`src/rtl/fpa_pkg.sv`:
```
// Package for the Fenwick point-add / range-sum unit: field widths, codes,
// the controller state type and the command and status structs.
// Depends on nothing; every other file of the unit imports it.
`timescale 1ns / 1ps
`default_nettype none

package fpa_pkg;

  localparam int unsigned SizeDef  = 1024;
  localparam int unsigned CellW    = 48;
  localparam int unsigned DeltaW   = 32;
  localparam int unsigned IdxW     = 10;
  localparam int unsigned CfgW     = 11;
  localparam int unsigned InDataW  = 56;
  localparam int unsigned OutDataW = 48;

  localparam logic [CfgW-1:0] SizeReset = 11'd1024;

  typedef enum logic {
    KIND_ADD   = 1'b0,
    KIND_QUERY = 1'b1
  } kind_e;

  typedef enum logic [3:0] {
    ST_CLEAR,
    ST_IDLE,
    ST_ADD_RD,
    ST_ADD_WR,
    ST_HI_RD,
    ST_HI_ACC,
    ST_LO_RD,
    ST_LO_ACC,
    ST_RESULT
  } fpa_state_e;

  typedef struct packed {
    logic clr_wr;
    logic load_add;
    logic load_query;
    logic rd;
    logic add_wr;
    logic acc_add;
    logic acc_sub;
    logic step_down;
    logic start_lo;
    logic out_load;
  } fpa_cmd_t;

  typedef struct packed {
    logic clr_last;
    logic in_kind;
    logic add_in_range;
    logic cnt_zero;
    logic cnt_past;
    logic out_free;
  } fpa_status_t;

endpackage

`default_nettype wire

```
`src/rtl/fpa_ctrl.sv`:
```
// Controller of the Fenwick unit: the state machine that sequences clearing,
// point adds and the two prefix walks of a range query.
// Depends on fpa_pkg for the state type and the command and status structs.
`timescale 1ns / 1ps
`default_nettype none

module fpa_ctrl
  import fpa_pkg::*;
(
  input  logic        clk_i,
  input  logic        rst_ni,
  input  logic        in_valid_i,
  input  fpa_status_t stat_i,
  output logic        in_ready_o,
  output fpa_cmd_t    cmd_o
);

  fpa_state_e state_q, state_d;

  always_ff @(posedge clk_i or negedge rst_ni) begin
    if (!rst_ni) begin
      state_q <= ST_CLEAR;
    end else begin
      state_q <= state_d;
    end
  end

  always_comb begin
    state_d = state_q;
    case (state_q)
      ST_CLEAR: begin
        if (stat_i.clr_last) state_d = ST_IDLE;
      end
      ST_IDLE: begin
        if (in_valid_i) begin
          if (kind_e'(stat_i.in_kind) == KIND_QUERY) begin
            state_d = ST_HI_RD;
          end else if (stat_i.add_in_range) begin
            state_d = ST_ADD_RD;
          end
        end
      end
      ST_ADD_RD: begin
        state_d = stat_i.cnt_past ? ST_IDLE : ST_ADD_WR;
      end
      ST_ADD_WR: state_d = ST_ADD_RD;
      ST_HI_RD: begin
        state_d = stat_i.cnt_zero ? ST_LO_RD : ST_HI_ACC;
      end
      ST_HI_ACC: state_d = ST_HI_RD;
      ST_LO_RD: begin
        state_d = stat_i.cnt_zero ? ST_RESULT : ST_LO_ACC;
      end
      ST_LO_ACC: state_d = ST_LO_RD;
      ST_RESULT: begin
        if (stat_i.out_free) state_d = ST_IDLE;
      end
      default: state_d = ST_IDLE;
    endcase
  end

  always_comb begin
    cmd_o      = '0;
    in_ready_o = 1'b0;
    case (state_q)
      ST_CLEAR: cmd_o.clr_wr = 1'b1;
      ST_IDLE: begin
        in_ready_o = 1'b1;
        if (in_valid_i) begin
          if (kind_e'(stat_i.in_kind) == KIND_QUERY) begin
            cmd_o.load_query = 1'b1;
          end else if (stat_i.add_in_range) begin
            cmd_o.load_add = 1'b1;
          end
        end
      end
      ST_ADD_RD: cmd_o.rd = !stat_i.cnt_past;
      ST_ADD_WR: cmd_o.add_wr = 1'b1;
      ST_HI_RD: begin
        cmd_o.rd       = !stat_i.cnt_zero;
        cmd_o.start_lo = stat_i.cnt_zero;
      end
      ST_HI_ACC: begin
        cmd_o.acc_add   = 1'b1;
        cmd_o.step_down = 1'b1;
      end
      ST_LO_RD: cmd_o.rd = !stat_i.cnt_zero;
      ST_LO_ACC: begin
        cmd_o.acc_sub   = 1'b1;
        cmd_o.step_down = 1'b1;
      end
      ST_RESULT: cmd_o.out_load = stat_i.out_free;
      default: cmd_o = '0;
    endcase
  end

endmodule

`default_nettype wire

```
`config.mk`:
```
export PLATFORM = sky130hd
export DESIGN_NAME = fpa_ctrl
export DESIGN_NICKNAME = d
export VERILOG_FILES = /design/src/rtl/fpa_pkg.sv /design/src/rtl/fpa_ctrl.sv
export SDC_FILE = /design/constraint.sdc
export NUM_CORES = 1
export LEC_CHECK = 0
export BUFFER_PORTS_ARGS = -buffer_cell sky130_fd_sc_hd__buf_2
export CAP_MARGIN = 10
export CORE_AREA = 2 2 39 41
export CTS_CLUSTER_SIZE = 28
export DETAILED_ROUTE_END_ITERATION = 8
export DIE_AREA = 0 0 41 43
export GPL_ROUTABILITY_DRIVEN = 0
export GPL_TIMING_DRIVEN = 0
export HOLD_SLACK_MARGIN = 0.1
export SLEW_MARGIN = 10
export SYNTH_ARGS = -nofsm -noshare
export SYNTH_HDL_FRONTEND = slang
export SYNTH_SLANG_ARGS = --single-unit
export TNS_END_PERCENT = 20
```
`constraint.sdc`:
```
create_clock -name clk_i -period 1.3 [get_ports clk_i]
set_clock_uncertainty 0.2 [all_clocks]
set_input_delay 0.195 -clock clk_i [delete_from_list [all_inputs] [get_ports clk_i]]
set_output_delay 0.195 -clock clk_i [all_outputs]
set_load 0.01 [all_outputs]
```
After elaboration in Yosys (flattened, before gate mapping)
Cells that the tools add are included.
{"block": "totals", "regBits": 4, "out_inout_bits": 11}
{"block": "op_classes", "muxes": 23, "reduce_logical": 6, "eq_ne": 12}
{"cell": "one-hot mux 4 bit (9 select lines)", "count": 1}
{"cell": "two-way mux 4 bit", "count": 6}
{"cell": "equality test 4 x 3 -> 1 bit (second input constant)", "count": 4}
{"cell": "two-way mux 1 bit", "count": 11}
{"cell": "equality test 4 x 2 -> 1 bit (second input constant)", "count": 2}
{"cell": "two-way mux 2 bit", "count": 4}
{"cell": "inequality test 2 bit (second input constant)", "count": 3}
{"cell": "equality test 4 x 1 -> 1 bit (second input constant)", "count": 1}
{"cell": "equality test 4 bit (second input constant)", "count": 1}
{"cell": "logical NOT 4 bit", "count": 1}
{"cell": "AND reduction 4 bit", "count": 1}
{"cell": "OR reduction 2 bit", "count": 2}
{"cell": "inequality test 3 bit (second input constant)", "count": 1}
{"cell": "logical NOT 1 bit", "count": 2}
{"cell": "one-hot mux 1 bit (2 select lines)", "count": 1}

Longest topological paths before layout
Gate-level depths: netlist (run 1).
{"block": "depth", "word_depth": 4, "ltp_mapped": 4, "mapped_depth_nobuf": 3}

Worst setup path before layout (run 1)
No wires, ideal clock.
{"block": "synth_path", "path_kind": "flip-flop to output port", "from": "reg state_q[2]", "to": "out cmd_o[8] (netlist name)", "arrival_time_ns": 1.007, "path_stages_with_launch": 4, "required_time_ns": 0.905, "path_slack_ns": -0.102, "cell_sequence": "dfrtp_1 -> nor2_1 -> and3_1 -> and4b_1"}
{"item": "from (decl)", "line": "fpa_ctrl.sv:18", "text": "fpa_state_e state_q, state_d;"}
{"item": "from (signal assigned)", "line": "fpa_ctrl.sv:24", "text": "state_q <= state_d;"}
{"item": "to (decl)", "line": "fpa_ctrl.sv:15", "text": "output fpa_cmd_t cmd_o"}

==> results.py, run 1 <==
metrics = {
    "outcome": {
        "status": "complete, but fails checks",
        "violations": "negative setup slack",
    },
    "critical_path": {
        "crit_path_start_kind": "flop",
        "crit_fanout": 6,
        "crit_type": "reg2out",
        "crit_path_end_kind": "output pin",
        "critPathArrivalTime_ns": 1.27,
        "cp.required_ns": 0.90,
        "cp_slowest_cell": "dfrtp_2",
        "reg2reg_depth": 4,
        "timing.rr.start": "state_q[1]",
        "reg2reg_slack_ns": -0.08,
        "slowest_delay_ns": 0.44,
        "rr_endpoint": "state_q[1]",
        "cp_cell_sequence": "nor2_2 > and3_4 > and4b_1 > buf_2",
    },
    "synth": {
        "ys_types": 23,
        "ys_ff_latch": 4,
        "synth.avg_cell_area_um2": 7.611,
        "syn_inst": 48,
        "yosysWarnings": 0,
        "synth_nets": 57,
        "syn_area_um2": 365.4,
        "ys_seq_area_share_pct": 27.40,
    },
    "grt": {
        "grt_pass1_vias": 401,
        "grt_pass1_wl_um": 1566,
        "track_usage_pct": 12.76,
        "grt_max_degree": 11,
        "antenna_found_initial": 0,
        "grt_overflow": 0,
    },
    "power": {
        "ir_worst_vdd_mv": 0.9082,
        "totalPowerFinal_uw": 1204,
        "power_density_nw_per_um2": 2018,
        "p_leak_uw": 0.0003263,
    },
    "sta": {
        "fin_crit_sh_pct": 128.3,
        "max_slew_margin_pct": 82.53,
        "max_freq_mhz": 599.5,
        "fin_crit_ns": 1.668,
        "worst_pin_slew_ns": 0.2602,
        "rsz0062_at_grt": "true",
        "slew_viol_final": 0,
        "setup_slack_ns": -0.3680,
        "finalHoldViolCount": 0,
        "setup_violations": 14,
    },
    "placement": {
        "io_buffers": 19,
        "place_area_um2": 496.7,
        "hpwlAfterDp_um": 727,
    },
    "drt": {
        "wl_per_cell_um": 11.05,
        "routed_wl_um": 1028,
        "num_vias": 466,
        "antenna_left": 0,
        "vias_per_cell": 5.011,
        "drt_iter0_drc": 6,
        "dr.pass1.iters": 5,
        "drc_errors": 0,
    },
    "clocking": {
        "cts_made_buffers": 3,
        "clk_pin_slew_worst_paths_ns": 0.04,
        "h-tree-depth": 1,
        "clk_latency_ns": 0.23,
        "cts.sinks": 4,
        "tritoncts": "built",
        "clock_path_buffers": 2,
        "clockRootBuffer": "clkbuf_4",
    },
    "worst_hold_path": {
        "hold_path.startpoint": "stat_i[2]",
        "holdCritPathClass": "in2reg",
        "hold_end": "state_q[3]",
        "min_path_cells": 3,
    },
    "die": {
        "core-area_um2": 1384,
        "dieArea_um2": 1763,
        "die_w_um": 41,
        "num_rows": 14,
        "die_y_um": 43,
        "start_util_pct": 26.40,
        "io_pins": 20,
    },
    "layout": {
        "top_register": "state_q",
        "top_regs": "state_q x4",
        "syn2layout_area_growth_pct": 63.36,
        "num-nets-final": 88,
        "fillers": 153,
        "drive_above_1_share_pct": 53.25,
        "seqCellArea_um2": 102.6,
        "multi_input_comb_area_um2": 261.5,
        "largest_reg_flops": 4,
        "final_util_pct": 43.13,
        "final_area_um2": 596.8,
        "antennaDiodeCount": 0,
    },
    "job": {
        "maxCapViolCount": 0,
    },
}
[critical path, delay by kind of cell, from the launching register on]
family / cells / cell delay, ns
flip-flops: 1 / 0.44
AND/OR/NAND/NOR: 3 / 0.48
buffers and inverters: 1 / 0.12
[Yosys cell counts]
cell / count / area [um^2]
a32oi_1: 1 / 8.760
o21a_1: 1 / 7.510
and2_1: 1 / 6.260
nand3_1: 1 / 5.000
a21oi_1: 3 / 15.01
o21ai_1: 3 / 15.01
and4b_1: 1 / 10.01
o32ai_1: 1 / 8.760
and2b_1: 1 / 7.510
nand2_1: 1 / 3.750
nor3_1: 3 / 15.01
inv_1: 1 / 3.750
dfrtp_1: 4 / 100.1
nor3b_1: 1 / 7.510
and3_1: 6 / 37.54
a21o_1: 1 / 7.510
nor4_1: 2 / 12.51
o211a_1: 1 / 10.01
nor2b_1: 2 / 12.51
buf_2: 2 / 10.01
buf_6: 2 / 22.52
a311oi_1: 1 / 8.760
nor2_1: 8 / 30.03
[layer usage]
layer | share of wire, % | global-route usage, % | up-vias
met3 | 6.5 | 4.712 | 0
met1 | 42 | 15.81 | 213
met4 | 0 | 4.000 | 0
li1 | - | - | 237
met5 | 0 | 0 | -
met2 | 52 | 19.69 | 16
[placed cells by master (no fill, tap or decap), types with 2 or more instances in the layout]
cell	synthesis	layout
buf_4	0	5
nor2_1	8	7
o21ai_1	3	3
buf_6	2	3
dfrtp_1	4	2
dfrtp_2	0	2
clkbuf_4	0	3
buf_2	2	21
and3_1	6	5
nor3_1	3	2
a21oi_1	3	3
[cells by family after synthesis]
family,synth area share (%)
and+or+nand+nor,40.41
AOI/OAI and AO/OA,22.26
buffers and inverters,9.930
DFF,27.40
[metrics by stage]
stage	hold slack, ns	setup slack, ns	TNS (ns)	instances
3_5_place_dp	-0.1965	-0.2033	-1.250	83
2_1_floorplan	-0.3006	-0.04853	-0.1257	48
5_1_grt	0.1412	-0.4580	-4.386	93
3_3_place_gp	-0.1965	-0.1949	-1.234	83
4_1_cts	0.1092	-0.3970	-3.523	90
6_report	0.1155	-0.3680	-3.334	93
[worst max path at each step]
stage,start,endpoint,slack (ns),depth (start not counted)
floorplan,state_q[2],cmd_o[8],-0.05,3
global placement,state_q[0],cmd_o[0],-0.19,4
detailed placement,state_q[0],cmd_o[0],-0.20,4
CTS,state_q[2],cmd_o[8],-0.40,4
global route,state_q[2],cmd_o[8],-0.46,4
finish,state_q[2],cmd_o[8],-0.37,4
[power by group]
group          switching [uW]  internal (uW)
combinational             400            428
clock                    51.4            103
sequential               49.8            172
[layout make-up]
cell class | instances | share of cell area (%)
clock buffer | 3 | 3.774
multi-input combinational | 39 | 43.82
tap | 16 | 3.354
inverter | 1 | 0.6289
sequential | 4 | 17.19
buffer | 4 | 6.918
timing repair buffer | 26 | 24.32
[repair_timing]
action / in CTS / in global routing
gates cloned: 0 / 1
hold buffers: 2 / 0
pin swaps: 5 / 2
endpoints found under the setup margin: 13 / 16
buffers inserted: 2 / 2
resized for setup: 4 / 8
hold endpoints to repair: 4 / 0
Note: power is estimated with default switching activity, not from simulation.
==> run 2: changes to the inputs <==
==> constraint.sdc (replaced) <==
create_clock -name clk_i -period 1.3 [get_ports clk_i]
set_clock_uncertainty 0.2 [all_clocks]
set_input_delay 0.195 -clock clk_i [delete_from_list [all_inputs] [get_ports clk_i]]
set_output_delay 0.195 -clock clk_i [all_outputs]
set_load 0.005 [all_outputs]
==> run 2 against run 1 <==
  * The flow still finishes with violations (negative setup slack)
  * Via count is 3.6% higher
  * Combinational power is 13% higher
  * Die area stayed put
  * Clock power is 4% higher
  * Core utilization is 4.5 points higher
  * Non-clock buffer count is 3 higher
  * Critical path depth stayed put
  * Clock-buffer cell count stayed put
==> results.py, run 2 (synthesized netlist as in run 1, its figures left out) <==
metrics = {
    "worst_hold_path": {
        "hold_end": "state_q[3]",
        "holdCritPathClass": "in2reg",
        "min_path_cells": 3,
        "hold_path.startpoint": "stat_i[2]",
    },
    "sta": {
        "rsz0062_at_grt": "true",
        "fin_crit_sh_pct": 126.1,
        "slew_viol_final": 0,
        "worst_pin_slew_ns": 0.2565,
        "fin_crit_ns": 1.639,
        "max_slew_margin_pct": 82.79,
        "setup_slack_ns": -0.3390,
        "max_freq_mhz": 610.1,
        "setup_violations": 14,
        "finalHoldViolCount": 0,
    },
    "job": {
        "maxCapViolCount": 0,
    },
    "critical_path": {
        "crit_path_start_kind": "flop",
        "crit_path_end_kind": "output pin",
        "rr_endpoint": "state_q[1]",
        "critPathBufInv": 1,
        "cp_cell_sequence": "nor2_4 > and3_4 > and4b_1 > buf_2",
        "crit_type": "reg2out",
        "critPathArrivalTime_ns": 1.24,
        "cp_slowest_cell": "dfrtp_2",
        "slowest_delay_ns": 0.45,
        "cp.required_ns": 0.90,
        "timing.rr.start": "state_q[2]",
        "cp_top_family": "simple AND/OR/NAND/NOR gates",
        "reg2reg_depth": 5,
        "crit_fanout": 5,
        "reg2reg_slack_ns": -0.17,
    },
    "power": {
        "internal_power_uw": 803.1,
        "p_sw_share_pct": 39.20,
        "p_leak_uw": 0.0003501,
        "totalPowerFinal_uw": 1321,
        "power_density_nw_per_um2": 2003,
        "pwr-share-comb_pct": 70.5,
        "seqPwrFrac_pct": 17.3,
        "clockPowerShare_pct": 12.2,
        "ir_worst_vdd_mv": 0.6527,
        "power.switching_uw": 517.9,
    },
    "layout": {
        "top_register": "state_q",
        "top_regs": "state_q x4",
        "final_cell_mix": "20 x buf_2, 7 x nor2_1, 6 x buf_6",
        "num-nets-final": 91,
        "antennaDiodeCount": 0,
        "syn2layout_area_growth_pct": 80.48,
        "largest_reg_flops": 4,
        "fillers": 130,
        "drive_above_1_share_pct": 55.00,
        "final_area_um2": 659.4,
        "final_common_cell": "buf_2",
    },
    "clocking": {
        "cts.sinks": 4,
        "clk_pin_slew_worst_paths_ns": 0.04,
        "tritoncts": "built",
        "h-tree-depth": 1,
        "clk_latency_ns": 0.24,
        "clock_path_buffers": 2,
        "clockRootBuffer": "clkbuf_4",
        "cts_made_buffers": 3,
    },
    "drt": {
        "dr.pass1.iters": 4,
        "drt_iter0_drc": 6,
        "drc_errors": 0,
        "num_vias": 483,
        "wl_met1_um": 460,
        "top_layer": "met4",
        "antenna_left": 0,
        "wl_per_cell_um": 11.15,
        "vias_per_cell": 5.031,
        "met3_length_um": 78,
        "routed_wl_um": 1070,
        "wl_met2_um": 511,
    },
    "grt": {
        "antenna_found_initial": 0,
        "grt_overflow": 0,
        "grt_pass1_vias": 418,
        "grt_pass1_wl_um": 1642,
        "grt_max_degree": 11,
        "track_usage_pct": 13.91,
    },
    "outcome": {
        "violations": "negative setup slack",
        "status": "complete, but fails checks",
    },
    "die": {
        "start_util_pct": 26.40,
        "core-area_um2": 1384,
        "die_w_um": 41,
        "die_y_um": 43,
        "dieArea_um2": 1763,
        "num_rows": 14,
        "io_pins": 20,
    },
    "placement": {
        "place_area_um2": 485.5,
        "io_buffers": 19,
        "hpwlAfterDp_um": 681.3,
    },
}
==> run 2: metrics by stage <==
step	TNS [ns]	util [%]	hold WS, ns	std cells	worst slack [ns]
after floorplan	-0.02021	-	-0.3006	48	-0.02021
after global placement	-0.9966	35.08	-0.1981	83	-0.1568
after detailed placement	-1.000	35.08	-0.1957	83	-0.1790
after CTS	-3.245	43.58	0.1022	94	-0.3545
after global routing	-4.363	47.65	0.1276	96	-0.4130
final	-3.496	47.65	0.1032	96	-0.3390
==> run 2: cell type report <==
class | instances | area, um^2 | area share, %
clock buffer | 3 | 22.52 | 3.416
sequential | 4 | 102.6 | 15.56
inverter | 1 | 3.754 | 0.5693
tap | 16 | 20.02 | 3.036
multi-input combinational | 39 | 285.3 | 43.26
timing repair buffer | 29 | 180.2 | 27.32
buffer | 4 | 45.04 | 6.831
==> run 2: tightest hold or removal path, stage by stage <==
cell and delay [ns]:
buf_2 0.12, a32oi_1 0.10, nor2_1 0.09
==> run 2: worst max-delay path by stage <==
stage                          start        to  slack [ns]  cells after the start
final                     state_q[2]  cmd_o[8]       -0.34                      4
after global routing      state_q[2]  cmd_o[8]       -0.41                      4
after CTS                 state_q[2]  cmd_o[8]       -0.35                      4
after detailed placement  state_q[2]  cmd_o[8]       -0.18                      4
after global placement    state_q[2]  cmd_o[8]       -0.16                      4
after floorplan           state_q[2]  cmd_o[8]       -0.02                      3
==> run 2: power groups by stage <==
stage          registers [uW]  clock network (uW)  logic, uW
2_1_floorplan             210                   0        428
3_3_place_gp              228                   0        591
3_5_place_dp              227                   0        589
4_1_cts                   217                 164        797
5_1_grt                   237                 170       1030
6_report                  229                 161        932
==> run 2: metal layers <==
metal  track usage [%]  up-vias
li1                  -      242
met1             16.61      219
met2             21.56       20
met3             3.141        2
met4             8.000        0
met5                 0        -
==> run 2: timing repair <==
action,4_1_cts,5_1_grt
gates cloned,0,1
buffers inserted,6,1
pin swaps,9,3
gates resized for setup,10,8
hold buffers,2,0
hold endpoints to repair,4,0
setup endpoints to repair,13,14
==> run 3: changes to the inputs <==
--- a/config.mk
+++ b/config.mk
@@ -7,13 +7,16 @@
 export LEC_CHECK = 0
 export BUFFER_PORTS_ARGS = -buffer_cell sky130_fd_sc_hd__buf_2
 export CAP_MARGIN = 10
-export CORE_AREA = 2 2 39 41
+export CELL_PAD_IN_SITES_DETAIL_PLACEMENT = 2
+export CELL_PAD_IN_SITES_GLOBAL_PLACEMENT = 2
+export CORE_MARGIN = 2
+export CORE_UTILIZATION = 19
 export CTS_CLUSTER_SIZE = 28
 export DETAILED_ROUTE_END_ITERATION = 8
-export DIE_AREA = 0 0 41 43
 export GPL_ROUTABILITY_DRIVEN = 0
 export GPL_TIMING_DRIVEN = 0
 export HOLD_SLACK_MARGIN = 0.1
+export PLACE_DENSITY_LB_ADDON = 0.1
 export SLEW_MARGIN = 10
 export SYNTH_ARGS = -nofsm -noshare
 export SYNTH_HDL_FRONTEND = slang
==> run 3 against run 2 <==
  * Cell count grew 9.4%
  * Combinational power grew 4.1%
  * Clock-buffer cell count is the same
  * The flow still finishes with violations (negative setup slack)
  * Register-to-register slack gained 0.08 ns
  * Power grew 2.2%
  * Sequential share of layout area shrank 0.37 points
  * Core utilization shrank 9.4 points
  * Global-route usage grew 0.058 points
  * Flip-flop and latch count is the same
  * Critical path depth grew 1
  * Non-clock buffer count is the same
  * Setup slack lost 0.0079 ns
  * Largest cell class unchanged
==> results.py, run 3 (synthesized netlist as in run 1, its figures left out) <==
metrics = {
    "outcome": {
        "status": "complete, but fails checks",
        "violations": "negative setup slack",
    },
    "drt": {
        "drc_errors": 0,
        "wl_per_cell_um": 14.04,
        "vias_per_cell": 4.724,
        "dr.pass1.iters": 2,
        "drt_iter0_drc": 4,
        "num_vias": 496,
        "antenna_left": 0,
        "routed_wl_um": 1474,
    },
    "sta": {
        "finalHoldViolCount": 0,
        "fin_crit_sh_pct": 126.7,
        "rsz0062_at_grt": "true",
        "worst_pin_slew_ns": 0.2775,
        "final.setup.tns_ns": -3.390,
        "max_slew_margin_pct": 81.33,
        "slew_viol_final": 0,
        "setup_violations": 14,
        "fin_crit_ns": 1.647,
        "setup_slack_ns": -0.3470,
        "max_freq_mhz": 607.2,
    },
    "layout": {
        "largest_reg_flops": 4,
        "antennaDiodeCount": 0,
        "drive_above_1_share_pct": 56.25,
        "top_register": "state_q",
        "final-instance-count-excl-fill": 105,
        "final_cell_mix": "20 x buf_2, 8 x buf_6, 5 x and3_1, 5 x nor2_1, 4 x buf_4",
        "final_common_cell": "buf_2",
        "top_regs": "state_q x4",
        "num-nets-final": 91,
        "syn2layout_area_growth_pct": 84.93,
    },
    "power": {
        "pwr-share-comb_pct": 71.9,
        "seqPwrFrac_pct": 17.2,
        "clockPowerShare_pct": 10.9,
        "internal_power_uw": 807.0,
        "p_leak_uw": 0.0003517,
        "ir_worst_vdd_mv": 0.8750,
        "totalPowerFinal_uw": 1350,
        "power_density_nw_per_um2": 1998,
        "power.switching_uw": 543.0,
        "p_sw_share_pct": 40.22,
    },
    "critical_path": {
        "crit_start": "state_q[2]",
        "crit_path_start_kind": "flop",
        "reg2reg_depth": 4,
        "cp_cell_sequence": "buf_6 > and2b_1 > a21oi_1 > nor3_1 > buf_2",
        "crit_path_end_kind": "output pin",
        "timing.rr.start": "state_q[2]",
        "slowest_delay_ns": 0.44,
        "critPathArrivalTime_ns": 1.25,
        "cp_top_family": "flip-flops",
        "cp.required_ns": 0.90,
        "cp_slowest_cell": "dfrtp_2",
        "critPathBufInv": 2,
        "crit_fanout": 4,
        "path_depth": 5,
        "crit_type": "reg2out",
    },
    "die": {
        "start_util_pct": 20.71,
        "num_rows": 15,
        "io_pins": 20,
        "dieArea_um2": 2290,
        "core-area_um2": 1764,
        "die_y_um": 47.85,
        "die_w_um": 47.85,
    },
    "grt": {
        "antenna_found_initial": 0,
        "track_usage_pct": 13.97,
        "grt_pass1_vias": 453,
        "grt_pass1_wl_um": 2208,
        "grt_overflow": 0,
        "grt_max_degree": 11,
    },
    "worst_hold_path": {
        "holdCritPathClass": "in2reg",
        "min_path_cells": 3,
        "hold_path.startpoint": "stat_i[2]",
    },
    "clocking": {
        "cts_made_buffers": 3,
        "clk_latency_ns": 0.23,
        "tritoncts": "built",
        "clockRootBuffer": "clkbuf_4",
        "clock_path_buffers": 2,
        "clk_pin_slew_worst_paths_ns": 0.04,
        "cts.sinks": 4,
        "h-tree-depth": 1,
    },
    "placement": {
        "io_buffers": 19,
        "pre_cts_ws_ns": -0.2145,
        "dpl.cell_count": 92,
        "hpwlAfterDp_um": 986,
    },
    "job": {
        "maxCapViolCount": 0,
    },
}
[run 3: area by class of cell]
class / instances / area [um^2]
flip-flops and latches: 4 / 102.6
fillers: 226 / 1089
clock buffers: 3 / 22.52
multi-input cells: 39 / 285.3
inverters: 1 / 3.754
plain buffers: 4 / 45.04
well taps: 25 / 31.28
repair buffers: 29 / 185.2
[run 3: path summary, 6_finish.rpt]
check | to | slack, ns
max in group asynchronous | state_q[2] | 0.58
min reg2reg | state_q[1] | 0.46
min in group asynchronous | state_q[1] | 0.19
max | cmd_o[6] | -0.35
min | state_q[1] | 0.13
max reg2reg | state_q[1] | -0.09
[run 3: repair_timing]
action                     CTS  global route
setup endpoints to repair   15            17
hold buffers                 2             0
gates resized for setup     18             5
pin swaps                    7             3
hold endpoints to repair     4             0
buffers inserted             8             0
[run 3: power by group through the flow]
stage	combinational [uW]	sequential, uW	clock (uW)
floorplan	428	210	0
finish	970	232	148
CTS	948	223	157
global route	1060	237	164
detailed placement	624	233	0
global placement	617	235	0
[run 3: metrics by stage]
step / utilization, % / hold WS (ns) / instance area (um^2)
finish: 38.30 / 0.1312 / 675.6
global route: 38.30 / 0.1464 / 675.6
CTS: 37.59 / 0.1246 / 663.1
detailed placement: 28.16 / -0.1990 / 496.7
global placement: 28.16 / -0.1983 / 496.7
floorplan: - / -0.3006 / 370.4
[run 3: worst reg2reg max path, cell delays in order (launching register included)]
cell,delay (ns)
dfrtp_2,0.44
buf_6,0.16
nor2_1,0.11
o21ai_1,0.07
a311oi_1,0.29
[run 3: routing by layer]
metal  vias up  share of wire (%)  GRT usage [%]
met4         0                  0          3.243
met2        11                 53          24.00
li1        242                  -              -
met5         -                  0              0
met3         0                2.6          1.132
met1       243                 44          18.88
